## src/hdl/ubx_tfs_pkg.sv

```systemverilog
`default_nettype none

package ubx_tfs_pkg;

	// Frame constants
	localparam logic [7:0] SYNC_A    = 8'hB5;
	localparam logic [7:0] SYNC_B    = 8'h62;
	localparam logic [7:0] TIM_CLASS = 8'h0D;
	localparam logic [7:0] TP_ID     = 8'h01;
	localparam int unsigned MODE_BIT_POS = 3;

	// Payload offsets of the captured fields
	localparam logic [15:0] OFS_QERR0 = 16'd8;
	localparam logic [15:0] OFS_QERR1 = 16'd9;
	localparam logic [15:0] OFS_QERR2 = 16'd10;
	localparam logic [15:0] OFS_QERR3 = 16'd11;
	localparam logic [15:0] OFS_FLAGS = 16'd14;

	// Default expected payload length of a timing frame
	localparam int unsigned PAYLOAD_BYTES_DEF = 16;

	typedef struct packed {
		logic [7:0]  byte_in;
		logic [31:0] pps_count;
	} item_t;

	typedef struct packed {
		logic               qerr_ready;
		logic signed [31:0] qerr_ps;
		logic [7:0]         pulse_flags;
		logic               next_pulse_mode;
		logic [31:0]        pps_tag;
		logic [31:0]        frame_count;
	} result_t;

endpackage

`default_nettype wire

```

## src/hdl/ubx_tfs_parser.sv

```systemverilog
`default_nettype none

module ubx_tfs_parser #(
	parameter int unsigned PAYLOAD_BYTES = ubx_tfs_pkg::PAYLOAD_BYTES_DEF
) (
	input  wire                   clk,
	input  wire                   arst_n,
	input  wire                   step,
	input  ubx_tfs_pkg::item_t    item,
	output ubx_tfs_pkg::result_t  res
);

	typedef enum logic [3:0] {
		PH_SYNC1   = 4'd0,
		PH_SYNC2   = 4'd1,
		PH_CLASS   = 4'd2,
		PH_ID      = 4'd3,
		PH_LEN1    = 4'd4,
		PH_LEN2    = 4'd5,
		PH_PAYLOAD = 4'd6,
		PH_CKA     = 4'd7,
		PH_CKB     = 4'd8
	} phase_t;

	localparam logic [15:0] TIM_LEN = 16'(PAYLOAD_BYTES);

	phase_t      phase_q, phase_d;
	logic [7:0]  class_q;
	logic [7:0]  id_q;
	logic [15:0] len_q;
	logic [15:0] idx_q;
	logic [7:0]  sum_a_q, sum_b_q;
	logic [7:0]  rx_sum_a_q;
	logic [31:0] frames_q;
	logic [7:0]  qerr_b0_q, qerr_b1_q, qerr_b2_q, qerr_b3_q, flags_q;

	logic [7:0]  b;
	logic [7:0]  base_a, base_b, nxt_a, nxt_b;
	logic [15:0] idx_inc;
	logic [15:0] len_full;
	logic        is_timing;
	logic        good;

	assign b         = item.byte_in;
	assign is_timing = (class_q == ubx_tfs_pkg::TIM_CLASS) && (id_q == ubx_tfs_pkg::TP_ID)
		&& (len_q == TIM_LEN);
	assign idx_inc   = idx_q + 16'd1;
	assign len_full  = {b, len_q[7:0]};

	// Fletcher update; the class byte restarts both sums
	assign base_a = (phase_q == PH_CLASS) ? 8'd0 : sum_a_q;
	assign base_b = (phase_q == PH_CLASS) ? 8'd0 : sum_b_q;
	assign nxt_a  = base_a + b;
	assign nxt_b  = base_b + nxt_a;

	assign good = (phase_q == PH_CKB) && (rx_sum_a_q == sum_a_q) && (b == sum_b_q)
		&& is_timing;

	// Next phase
	always_comb begin
		case (phase_q)
			PH_SYNC1:   phase_d = (b == ubx_tfs_pkg::SYNC_A) ? PH_SYNC2 : PH_SYNC1;
			PH_SYNC2:   phase_d = (b == ubx_tfs_pkg::SYNC_B) ? PH_CLASS : PH_SYNC1;
			PH_CLASS:   phase_d = PH_ID;
			PH_ID:      phase_d = PH_LEN1;
			PH_LEN1:    phase_d = PH_LEN2;
			PH_LEN2:    phase_d = (len_full == 16'd0) ? PH_CKA : PH_PAYLOAD;
			PH_PAYLOAD: phase_d = (idx_inc >= len_q) ? PH_CKA : PH_PAYLOAD;
			PH_CKA:     phase_d = PH_CKB;
			default:    phase_d = PH_SYNC1;
		endcase
	end

	// Parser state
	always_ff @(posedge clk or negedge arst_n) begin
		if (!arst_n) begin
			phase_q    <= PH_SYNC1;
			class_q    <= '0;
			id_q       <= '0;
			len_q      <= '0;
			idx_q      <= '0;
			sum_a_q    <= '0;
			sum_b_q    <= '0;
			rx_sum_a_q <= '0;
			frames_q   <= '0;
		end else if (step) begin
			phase_q <= phase_d;
			case (phase_q)
				PH_CLASS: begin
					class_q <= b;
					sum_a_q <= nxt_a;
					sum_b_q <= nxt_b;
				end
				PH_ID: begin
					id_q    <= b;
					sum_a_q <= nxt_a;
					sum_b_q <= nxt_b;
				end
				PH_LEN1: begin
					len_q   <= {8'd0, b};
					sum_a_q <= nxt_a;
					sum_b_q <= nxt_b;
				end
				PH_LEN2: begin
					len_q   <= len_full;
					idx_q   <= '0;
					sum_a_q <= nxt_a;
					sum_b_q <= nxt_b;
				end
				PH_PAYLOAD: begin
					idx_q   <= idx_inc;
					sum_a_q <= nxt_a;
					sum_b_q <= nxt_b;
				end
				PH_CKA: begin
					rx_sum_a_q <= b;
				end
				PH_CKB: begin
					if (good) begin
						frames_q <= frames_q + 32'd1;
					end
				end
				default: begin
				end
			endcase
		end
	end

	// Capture of the payload bytes that feed the result
	always_ff @(posedge clk) begin
		if (step && (phase_q == PH_PAYLOAD) && is_timing) begin
			if (idx_q == ubx_tfs_pkg::OFS_QERR0) qerr_b0_q <= b;
			if (idx_q == ubx_tfs_pkg::OFS_QERR1) qerr_b1_q <= b;
			if (idx_q == ubx_tfs_pkg::OFS_QERR2) qerr_b2_q <= b;
			if (idx_q == ubx_tfs_pkg::OFS_QERR3) qerr_b3_q <= b;
			if (idx_q == ubx_tfs_pkg::OFS_FLAGS) flags_q   <= b;
		end
	end

	// Result of the current byte; all zero unless a frame was accepted
	always_comb begin
		res = '0;
		if (good) begin
			res.qerr_ready      = 1'b1;
			res.qerr_ps         = {qerr_b3_q, qerr_b2_q, qerr_b1_q, qerr_b0_q};
			res.pulse_flags     = flags_q;
			res.next_pulse_mode = flags_q[ubx_tfs_pkg::MODE_BIT_POS];
			res.pps_tag         = item.pps_count;
			res.frame_count     = frames_q + 32'd1;
		end
	end

`ifndef SYNTHESIS
	// Frame counter moves only on an accepted frame, by one
	assert property (@(posedge clk) disable iff (!arst_n)
		step && good |=> frames_q == $past(frames_q) + 32'd1)
		else $error("frame count not advanced on good frame");
	assert property (@(posedge clk) disable iff (!arst_n)
		!(step && good) |=> $stable(frames_q))
		else $error("frame count moved without good frame");
	// A frame is reported only on the second checksum byte
	assert property (@(posedge clk) disable iff (!arst_n)
		res.qerr_ready |-> phase_q == PH_CKB)
		else $error("frame reported outside the checksum phase");
`endif

endmodule

`default_nettype wire

```

## src/hdl/ubx_timing_frame_sniffer.sv

```systemverilog
// An accepted transaction is held in the input register and steps the parser into the result
// register when the output is free. The parser state updates once per byte in a single pass.
// Throughput: one byte per cycle unless result_stall holds a result in the result register.
// Reset (arst_n low) clears the parser state, the frame counter and both valid flags;
// the captured payload bytes and data registers are not reset.
`default_nettype none

module ubx_timing_frame_sniffer #(
	parameter int unsigned PAYLOAD_BYTES = ubx_tfs_pkg::PAYLOAD_BYTES_DEF
) (
	input  wire                   clk,
	input  wire                   arst_n,
	input  wire                   item_valid,
	output logic                  item_stall,
	input  ubx_tfs_pkg::item_t    item,
	output logic                  result_valid,
	input  wire                   result_stall,
	output ubx_tfs_pkg::result_t  result
);

	logic                  valid_s1;
	ubx_tfs_pkg::item_t    item_s1;
	ubx_tfs_pkg::result_t  res_d;
	logic                  out_free;
	logic                  advance;
	logic                  take;

	assign out_free   = !result_valid || !result_stall;
	assign advance    = valid_s1 && out_free;
	assign item_stall = valid_s1 && !out_free;
	assign take       = item_valid && !item_stall;

	// Input register
	always_ff @(posedge clk or negedge arst_n) begin
		if (!arst_n) begin
			valid_s1 <= 1'b0;
		end else if (take) begin
			valid_s1 <= 1'b1;
		end else if (advance) begin
			valid_s1 <= 1'b0;
		end
	end

	always_ff @(posedge clk) begin
		if (take) begin
			item_s1 <= item;
		end
	end

	ubx_tfs_parser #(
		.PAYLOAD_BYTES(PAYLOAD_BYTES)
	) u_parser (
		.clk    (clk),
		.arst_n (arst_n),
		.step   (advance),
		.item   (item_s1),
		.res    (res_d)
	);

	// Result register
	always_ff @(posedge clk or negedge arst_n) begin
		if (!arst_n) begin
			result_valid <= 1'b0;
		end else if (advance) begin
			result_valid <= 1'b1;
		end else if (!result_stall) begin
			result_valid <= 1'b0;
		end
	end

	always_ff @(posedge clk) begin
		if (advance) begin
			result <= res_d;
		end
	end

`ifndef SYNTHESIS
	// Stall only while a transaction waits in the input register
	assert property (@(posedge clk) disable iff (!arst_n)
		item_stall |-> valid_s1)
		else $error("input stalled with empty input register");
	// Every processed byte yields a result
	assert property (@(posedge clk) disable iff (!arst_n)
		advance |=> result_valid)
		else $error("processed byte produced no result");
	// Mode bit follows the flags byte
	assert property (@(posedge clk) disable iff (!arst_n)
		result_valid |-> result.next_pulse_mode
			== result.pulse_flags[ubx_tfs_pkg::MODE_BIT_POS])
		else $error("mode bit does not match flags");
	// No frame means empty fields
	assert property (@(posedge clk) disable iff (!arst_n)
		result_valid && !result.qerr_ready |-> result.frame_count == 32'd0
			&& result.pps_tag == 32'd0)
		else $error("fields set without an accepted frame");
`endif

endmodule

`default_nettype wire

```

## config.mk

```make
export PLATFORM = sky130hd
export DESIGN_NAME = ubx_timing_frame_sniffer
export DESIGN_NICKNAME = d
export VERILOG_FILES = /design/src/hdl/ubx_tfs_pkg.sv /design/src/hdl/ubx_tfs_parser.sv /design/src/hdl/ubx_timing_frame_sniffer.sv
export SDC_FILE = /design/constraint.sdc
export NUM_CORES = 1
export LEC_CHECK = 0
export BUFFER_PORTS_ARGS = -buffer_cell sky130_fd_sc_hd__buf_2
export CAP_MARGIN = 5
export CORE_MARGIN = 10
export CORE_UTILIZATION = 53
export DETAILED_ROUTE_END_ITERATION = 7
export PLACE_DENSITY = 0.85
export SLEW_MARGIN = 20
export SYNTH_ARGS = -nofsm -noshare
export SYNTH_HDL_FRONTEND = slang
export SYNTH_SLANG_ARGS = --single-unit
export TNS_END_PERCENT = 100
```

## constraint.sdc

```tcl
create_clock -name clk -period 4.3 [get_ports clk]
set_input_delay 0.86 -clock clk [delete_from_list [all_inputs] [get_ports clk]]
set_output_delay 0.86 -clock clk [all_outputs]
set_load 0.1 [all_outputs]
```

==> results of run 1 <==
==> per-layer routing <==
| layer | vias to the layer above | track usage [%] | wire (µm) |
|---|---|---|---|
| met5 | - | 0 | 0 |
| met4 | 0 | 6.676 | 928 |
| met3 | 70 | 3.667 | 1910 |
| met2 | 301 | 31.38 | 14370 |
| met1 | 4019 | 20.31 | 10830 |
| li1 | 3826 | - | - |
==> cell usage after synthesis, drive strengths merged, types with 2 or more instances <==
cell / count
a211oi: 2
a21o: 13
a21oi: 12
a22o: 8
and2: 81
and3: 19
and4: 2
buf: 11
clkbuf: 37
dfrtp: 110
edfxtp: 185
fa: 2
ha: 35
inv: 29
mux2: 25
nand2: 94
nand2b: 3
nand3: 40
nand4: 15
nand4b: 2
nor2: 65
nor2b: 17
nor3: 18
nor4: 8
nor4b: 4
o211ai: 2
o21ai: 41
o21bai: 3
o31ai: 4
or3: 5
or4: 4
xnor2: 68
xor2: 36
==> power groups by stage <==
| stage | sequential [mW] | combinational [mW] | clock, mW |
|---|---|---|---|
| after global placement | 3.64 | 2.16 | 0 |
| after global routing | 3.64 | 2.48 | 2.81 |
| after detailed placement | 3.66 | 2.23 | 0 |
| after floorplan | 4.00 | 1.40 | 0 |
| after CTS | 3.61 | 2.26 | 2.68 |
| final | 3.61 | 2.27 | 2.66 |
==> cell type report <==
class | instances | share of cell area [%]
inverter | 29 | 0.7522
antenna | 2 | 0.03343
clock buffer | 36 | 5.299
tap | 319 | 2.666
sequential | 295 | 55.50
timing repair buffer | 167 | 5.867
clock inverter | 18 | 1.588
multi-input combinational | 638 | 28.30
==> kinds of logic (layout without fill, tap and decap cells) <==
| kind of cell | after synthesis | after routing |
|---|---|---|
| buffers and inverters | 77 | 250 |
| muxes | 25 | 25 |
| xor gates and xnor gates | 104 | 104 |
| AOI/OAI and AO/OA | 91 | 91 |
| and+or+nand+nor | 381 | 381 |
| other | 0 | 2 |
| DFF | 295 | 295 |
| adders and majority gates | 37 | 37 |
==> flip-flops by register name, indices dropped and copies added (netlist names) <==
register,count
u_parser.frames_q,32
u_parser.flags_q,8
u_parser.len_q,16
u_parser.idx_q,16
item_s1,40
u_parser.qerr_b2_q,8
u_parser.sum_b_q,8
result,105
u_parser.id_q,8
u_parser.rx_sum_a_q,8
valid_s1,1
u_parser.sum_a_q,8
u_parser.qerr_b1_q,8
u_parser.qerr_b3_q,8
u_parser.class_q,8
u_parser.qerr_b0_q,8
u_parser.phase_q,4
result_valid,1
==> metrics by stage <==
stage          power (mW)  cells  area [µm²]  utilization [%]  setup WS, ps
6_report            8.547   1504       14970            63.21         530.6
5_1_grt             8.935   1504       14970            63.21         307.5
4_1_cts             8.550   1502       14970            63.19         574.3
3_5_place_dp        5.884   1448       13930            58.84         598.2
3_3_place_gp        5.799   1448       13930            58.82         726.1
2_1_floorplan       5.397   1010       12860                -         328.7
==> path summary, 6_finish.rpt <==
| check | slack [ps] | start | cells after the start | to |
|---|---|---|---|---|
| max | 530 | u_parser.phase_q[2] | 15 | u_parser.sum_b_q[7] |
| max reg2reg | 530 | u_parser.phase_q[2] | 15 | u_parser.sum_b_q[7] |
| min | 410 | arst_n | 1 | u_parser.idx_q[3] |
| max in group asynchronous | 3020 | arst_n | 2 | u_parser.frames_q[26] |
| min in group clk | 460 | item[18] | 1 | item_s1[18] |
| min reg2reg | 490 | u_parser.frames_q[31] | 1 | u_parser.frames_q[31] |
==> reports/results.ini, run 1 <==
[logic_synthesis]
synth_warnings = 0
synth_adder_area_share_pct = 3.718
syn_area_mm2 = 0.01285
avgSynthCellArea_um2 = 12.73
synthXorXnorAreaFrac_pct = 7.086
ys_seq_elements = 295
synth_top_family_by_area = simple AND/OR/NAND/NOR gates
synthSimpleGateAreaFrac_pct = 15.52
synth_compound_area_share_pct = 4.399
synth_edf_count = 185
synthFlopType = edfxtp_1
async_reset_ff_share_pct = 37.29
synth-seq-area-share_pct = 64.63
synthesis.instances = 1010
synth_area_leaders = edfxtp_1 (43%), dfrtp_1 (21%), xnor2_1 (4.6%)
synth_largest_area_cell = edfxtp_1
synthMuxAreaShare_pct = 2.190
netlist.area_leader.share_pct = 43.22
yosys.cell_types.count = 53
syn-num-nets = 1091

[routing]
drt_iter0_markers = 675
drc_errors = 0
vias_per_cell = 5.463
wl_per_cell_um = 18.64
drt_pass1_iterations = 5
ant_nets = 0
wl_um = 28040
vias = 8216

[sta]
whs_ps = 405.9
fin_tns_setup_ps = 0
rsz0062_at_grt = false
period_needed_ps = 3769
drv_slew = 0
setup_viol = 0
fin_skew_ps = 24.54
clock.fmax_ghz = 0.2653
timing.final.hold_violations = 0
worst_pin_slew_ps = 1073
fin_crit_sh_pct = 87.66
slew_headroom_pct = 28.44

[grt]
grt_max_degree = 76
grt_pass1_vias = 8329
grt_pass1_wl_um = 43960
antenna_found_initial = 2
grt_overflow = 0
grt_usage_pct = 17.58

[clock_network]
cts_setup_buffers = 0
cts_tree = yes
htree_levels = 1
numCtsBuffers = 30
worstSkewPairLatency_ps = 570
cts_hold_buf = 0
cts.path.max_buffers = 3
path_clk_slew_ps = 70
ctsResizeCount = 0
clock-sinks = 295
clockRootBuffer = clkbuf_16

[place]
port_buffers = 151
dp_hpwl_um = 18660
place_congestion = 0.8476

[worst_setup_path]
worst_path_dominant_cell_family = compound AO/OA/AOI/OAI gates
worst-path-buf-inv = 0
critPathArrivalTime_ps = 4210
required_ps = 4740
worstSetupEndpointType = register
cp_slowest_cell = dfrtp_1
crit_fanout = 15
crit_path_cell_trace = nor4b_4 -> nor2b_1 -> ha_1 -> fa_1 -> a21o_1 -> a21oi_1 -> o21bai_1 -> a21oi_1 -> xnor2_1 -> ha_1 -> or3_1 -> o211ai_1 -> xnor2_1 -> o21ai_0 -> a22o_1
worstSetupPathType = reg2reg
startpoint_type = register
max_stage_delay_ps = 560

[floorplanning]
die_h_um = 175.7
die_w_um = 175.7
io_pins = 152
rows = 56
core_area_mm2 = 0.02368
die-area_mm2 = 0.03088
start_util_pct = 54.28

[hold_path]
hp-class = in2async

[final_layout]
drive_above_1_share_pct = 21.30
fill_cells = 1658
seqCellArea_mm2 = 0.008308
multiInputGateArea_mm2 = 0.004237
syn_to_final_growth_pct = 16.46
final_cell_mix = edfxtp_1 (185), buf_2 (150), dfrtp_1 (110)
mostFrequentLayoutCell = edfxtp_1
layout.nets = 1242

[pwr]
p_sw_mw = 2.820
powerDensity_mw_per_mm2 = 570.9
p_sw_share_pct = 33.00
combPwrFrac_pct = 26.6
peakVddDrop_mv = 0.6972
p_leak_nw = 6.290
power_frac_seq_pct = 42.3
p_int_mw = 5.727
pwr-share-clk_pct = 31.2

[run]
drv_cap = 0

[outcome]
status = finished clean

Power figures use the tool's default switching activity.
==> inputs of run 2 (changes only) <==
- CORE_UTILIZATION: 53 -> 58
- PLACE_DENSITY: 0.85 -> 0.88
- SETUP_SLACK_MARGIN: unset -> 0.5
- clock period: 4.3 -> 3.6 ns (I/O delays scaled with it)
==> reports/results.ini, run 2 (synthesis gave the netlist of run 1 again) <==
[sta]
fin_skew_ps = 42.66
timing.final.hold_violations = 0
slew_headroom_pct = 29.33
clock.fmax_ghz = 0.2996
setup_viol = 0
period_needed_ps = 3337
fin_tns_setup_ps = 0
fin_crit_sh_pct = 92.71
rsz0062_at_grt = true
worst_pin_slew_ps = 1060
drv_slew = 0

[final_layout]
largest_register_ffs = 105
reg_top3 = result x105, item_s1 x40, u_parser.frames_q x32
drive_above_1_share_pct = 25.02
finish.instance_area_mm2 = 0.01515
mostFrequentLayoutCell = edfxtp_1
top_register = result
syn_to_final_growth_pct = 17.82
multiInputGateArea_mm2 = 0.004436
fin_util_pct = 69.40
seqCellArea_mm2 = 0.008313
fill_cells = 1317
layout.nets = 1262
fin_cells = 1484
final_cell_mix = edfxtp_1 (185), buf_2 (150), dfrtp_1 (108)

[routing]
drt_pass1_iterations = 5
drc_errors = 0
wl_per_cell_um = 21.35
drt_iter0_markers = 965
vias_per_cell = 5.807
drt-met1-wl_um = 11540
wl_um = 31680
vias = 8618
wl_met2_um = 16550
route.met3.wl_um = 2559
ant_nets = 0
topRoutingLayerUsed = met4

[worst_setup_path]
max_stage_delay_ps = 400
required_ps = 4060
reg2reg_to = u_parser.sum_b_q[7]
worstSetupEndpointType = register
startpoint = u_parser.phase_q[0]
crit_fanout = 6
startpoint_type = register
critPathArrivalTime_ps = 3800
reg2reg_depth = 16
worstSetupPathType = reg2reg
r2r_slack_ps = 260
cp_slowest_cell = dfrtp_1
crit_path_cell_trace = nor4b_4 -> buf_4 -> buf_12 -> nor2b_4 -> fa_2 -> a21o_1 -> a21oi_2 -> o21bai_1 -> a21oi_1 -> xnor2_1 -> ha_2 -> or3_1 -> o211ai_1 -> xnor2_1 -> o21ai_1 -> a22o_1
r2r-start = u_parser.phase_q[0]
crit_end = u_parser.sum_b_q[7]
crit_top_cell = xnor2_1

[floorplanning]
core_area_mm2 = 0.02182
io_pins = 152
start_util_pct = 58.90
die-area_mm2 = 0.02852
rows = 54
die_w_um = 168.9
die_h_um = 168.9

[pwr]
p_leak_nw = 6.355
powerDensity_mw_per_mm2 = 675.6
peakVddDrop_mv = 0.8492

[grt]
grt_max_degree = 106
grt_pass1_wl_um = 47980
grt_pass1_vias = 8772
grt_overflow = 0
grt_usage_pct = 20.93
antenna_found_initial = 1

[hold_path]
hp-class = in2async

[clock_network]
cts.path.max_buffers = 3
worstSkewPairLatency_ps = 570
htree_levels = 1
clockRootBuffer = clkbuf_16
cts_tree = yes
cts_hold_buf = 0
numCtsBuffers = 28
path_clk_slew_ps = 70
clock-sinks = 295

[place]
place_congestion = 0.8719
dp.cells = 1418
dp_hpwl_um = 19650
port_buffers = 151
place_area_mm2 = 0.01408

[outcome]
status = finished clean

[run]
drv_cap = 0

[run 2: power breakdown]
group / switching (mW) / total, mW / internal [mW]
registers: 0.277 / 4.28 / 4.00
logic: 1.98 / 3.16 / 1.19
clock network: 1.28 / 2.79 / 1.51
[run 2: per-stage QoR]
stage	total power [mW]	worst slack, ps	hold slack [ps]
6_report	10.23	262.6	220.9
5_1_grt	10.68	87.86	247.5
4_1_cts	9.957	218.2	219.8
3_5_place_dp	7.132	180.0	478.2
3_3_place_gp	7.015	261.4	471.4
2_1_floorplan	6.511	134.5	424.4
[run 2: worst max-delay path: cells and delay by family, from the launching register on]
kind                     cells  cell delay (ps)
AO/OA/AOI/OAI                7             1020
AND/OR/NAND/NOR              3              720
adder cells (fa/ha/maj)      2              560
flip-flops                   1              400
buffers and inverters        2              290
XOR/XNOR                     2              280
[run 2: area by class of cell]
| class | instances | area share (%) |
|---|---|---|
| flip-flops and latches | 295 | 54.89 |
| multi-input cells | 638 | 29.29 |
| repair buffers | 189 | 7.055 |
| clock buffers | 40 | 5.122 |
| well taps | 280 | 2.313 |
| inverters | 29 | 0.7435 |
| clock inverters | 12 | 0.5783 |
| diodes | 1 | 0.01652 |
[run 2: repair_timing]
item	4_1_cts	5_1_grt
setup endpoints to repair	3	6
setup buffers	3	10
gates resized for setup	4	22
cloned	0	0
pin swaps	6	30
[run 2: routing by layer]
metal  GRT usage (%)  up-vias
met1           25.03     4236
met4           8.213        0
met2           36.61      429
li1                -     3866
met3           3.891       87
met5               0        -
[run 2: worst min path at each step]
stage	end	slack (ps)	cells after the start
2_1_floorplan	u_parser.class_q[0]	420	0
3_3_place_gp	u_parser.frames_q[31]	470	1
3_5_place_dp	u_parser.frames_q[31]	480	1
4_1_cts	u_parser.id_q[4]	220	1
5_1_grt	u_parser.id_q[4]	250	1
6_report	u_parser.id_q[4]	220	1
==> inputs of run 3 (changes only) <==
- RECOVER_POWER: unset -> 100
- SLEW_MARGIN: 20 -> 30
==> reports/results.ini, run 3 (synthesis gave the netlist of run 1 again) <==
[outcome]
status = finished, violations left
violations = max-capacitance violations, max-slew violations

[worst_setup_path]
max_stage_delay_ps = 410
required_ps = 4060
critPathArrivalTime_ps = 3820
crit_end = u_parser.sum_b_q[7]
worst_path_dominant_cell_family = compound AO/OA/AOI/OAI gates
worst-path-buf-inv = 0
crit_fanout = 3
cp_num_cells = 15
r2r_slack_ps = 240
worstSetupPathType = reg2reg
r2r-start = u_parser.phase_q[0]
cp_slowest_cell = fa_1
startpoint_type = register
reg2reg_depth = 15
reg2reg_to = u_parser.sum_b_q[7]
startpoint = u_parser.phase_q[0]
crit_path_cell_trace = nor4b_4 -> nor2b_1 -> ha_2 -> fa_1 -> a21o_1 -> a21oi_2 -> o21bai_1 -> a21oi_1 -> xnor2_1 -> ha_2 -> or3_1 -> o211ai_1 -> xnor2_1 -> o21ai_1 -> a22o_1
worstSetupEndpointType = register

[pwr]
pwr-share-clk_pct = 29.8
p_sw_share_pct = 34.02
p_int_mw = 6.717
p_leak_nw = 5.861
combPwrFrac_pct = 28.0
p_sw_mw = 3.463
power_frac_seq_pct = 42.2
powerDensity_mw_per_mm2 = 689.3
peakVddDrop_mv = 0.7024

[clock_network]
path_clk_slew_ps = 70
htree_levels = 1
clock-sinks = 295
cts_tree = yes
worstSkewPairLatency_ps = 580
numCtsBuffers = 28
cts_hold_buf = 0
clockRootBuffer = clkbuf_16
cts.path.max_buffers = 3

[sta]
drv_slew = 162
worst_pin_slew_ps = 2028
period_needed_ps = 3359
fin_skew_ps = 58.13
fin_crit_sh_pct = 93.30
clock.fmax_ghz = 0.2977
slew_headroom_pct = -35.22
fin_tns_setup_ps = 0
setup_viol = 0
rsz0062_at_grt = true
timing.final.hold_violations = 0

[routing]
drt_pass1_iterations = 6
wl_um = 31340
ant_nets = 0
drt_iter0_markers = 930
vias_per_cell = 5.873
drc_errors = 0
vias = 8657
wl_per_cell_um = 21.26

[grt]
grt_max_degree = 106
grt_pass1_wl_um = 49160
grt_pass1_vias = 8949
antenna_found_initial = 1
grt_overflow = 0
grt_usage_pct = 21.49

[hold_path]
hp-class = in2async

[final_layout]
syn_to_final_growth_pct = 14.88
final_cell_mix = edfxtp_1 (185), clkbuf_1 (130), dfrtp_1 (108)
drive_above_1_share_pct = 11.15
mostFrequentLayoutCell = edfxtp_1
layout.nets = 1252
top_register = result
reg_top3 = result x105, item_s1 x40, u_parser.frames_q x32
finish.instance_area_mm2 = 0.01477
largest_register_ffs = 105

[place]
place_congestion = 0.8719
port_buffers = 151
place_area_mm2 = 0.01409
dp_hpwl_um = 19620

[run]
drv_cap = 2

[floorplanning]
die-area_mm2 = 0.02852
io_pins = 152
core_area_mm2 = 0.02182
die_w_um = 168.9
start_util_pct = 58.90
rows = 54
die_h_um = 168.9

[run 3: changes by cell type in the layout (fill, tap and decap cells not counted), sizes merged]
cell,delta
clkinv,+3
clkbuf,+121
buf,-137
bufinv,+4
clkinvlp,-1
[run 3: area by class of cell]
class                      instances  area, µm²
antenna                            1      2.502
timing repair buffer             179      787.0
multi-input combinational        638       4264
tap                              280      350.3
clock inverter                    18      217.7
fill                            1455       7056
sequential                       295       8313
inverter                          29      110.1
clock buffer                      34      723.2
[run 3: routing by layer]
| metal | GRT usage [%] | vias up | routed length [µm] |
|---|---|---|---|
| met1 | 25.77 | 4273 | 11790 |
| li1 | - | 3842 | - |
| met3 | 4.169 | 97 | 2355 |
| met4 | 7.835 | 0 | 1032 |
| met2 | 37.67 | 445 | 16160 |
| met5 | 0 | - | 0 |
[run 3: how the worst min path moves through the flow]
stage | from | to | slack [ps]
global placement | u_parser.frames_q[31] | u_parser.frames_q[31] | 470
CTS | arst_n | u_parser.id_q[4] | 210
finish | arst_n | u_parser.id_q[4] | 220
floorplan | arst_n | u_parser.class_q[0] | 420
global route | arst_n | u_parser.id_q[4] | 240
detailed placement | u_parser.frames_q[31] | u_parser.frames_q[31] | 480
[run 3: per-stage QoR]
stage	util (%)	hold slack [ps]	setup WS [ps]	total power, mW	cells
after floorplan	-	424.4	134.5	6.511	1010
after global placement	64.53	471.4	261.4	7.015	1418
after detailed placement	64.55	478.2	203.7	7.133	1418
after CTS	69.02	207.3	211.4	10.24	1473
after global routing	67.67	239.7	64.46	10.63	1474
final	67.67	216.9	241.2	10.18	1474
[run 3: worst reg2reg max path, delay by kind of cell (launching register included)]
kind,cells,cell delay [ps]
adder cells (fa/ha/maj),3,810
AO/OA/AOI/OAI,7,990
XOR/XNOR,2,290
AND/OR/NAND/NOR,3,800
flip-flops,1,400
[run 3: power groups by stage]
stage               Sequential (mW)  Clock, mW  Combinational [mW]
floorplan                      4.78          0                1.73
global placement               4.30          0                2.72
detailed placement             4.32          0                2.81
CTS                            4.28       3.06                2.90
global route                   4.33       3.18                3.13
finish                         4.29       3.03                2.85
[run 3: timing repair]
| action | in CTS | in global routing |
|---|---|---|
| setup endpoints to repair | 3 | 13 |
| pin swaps | 6 | 6 |
| buffers inserted | 3 | 0 |
| resized for setup | 5 | 3 |
| endpoints found under the hold margin | 0 | 0 |
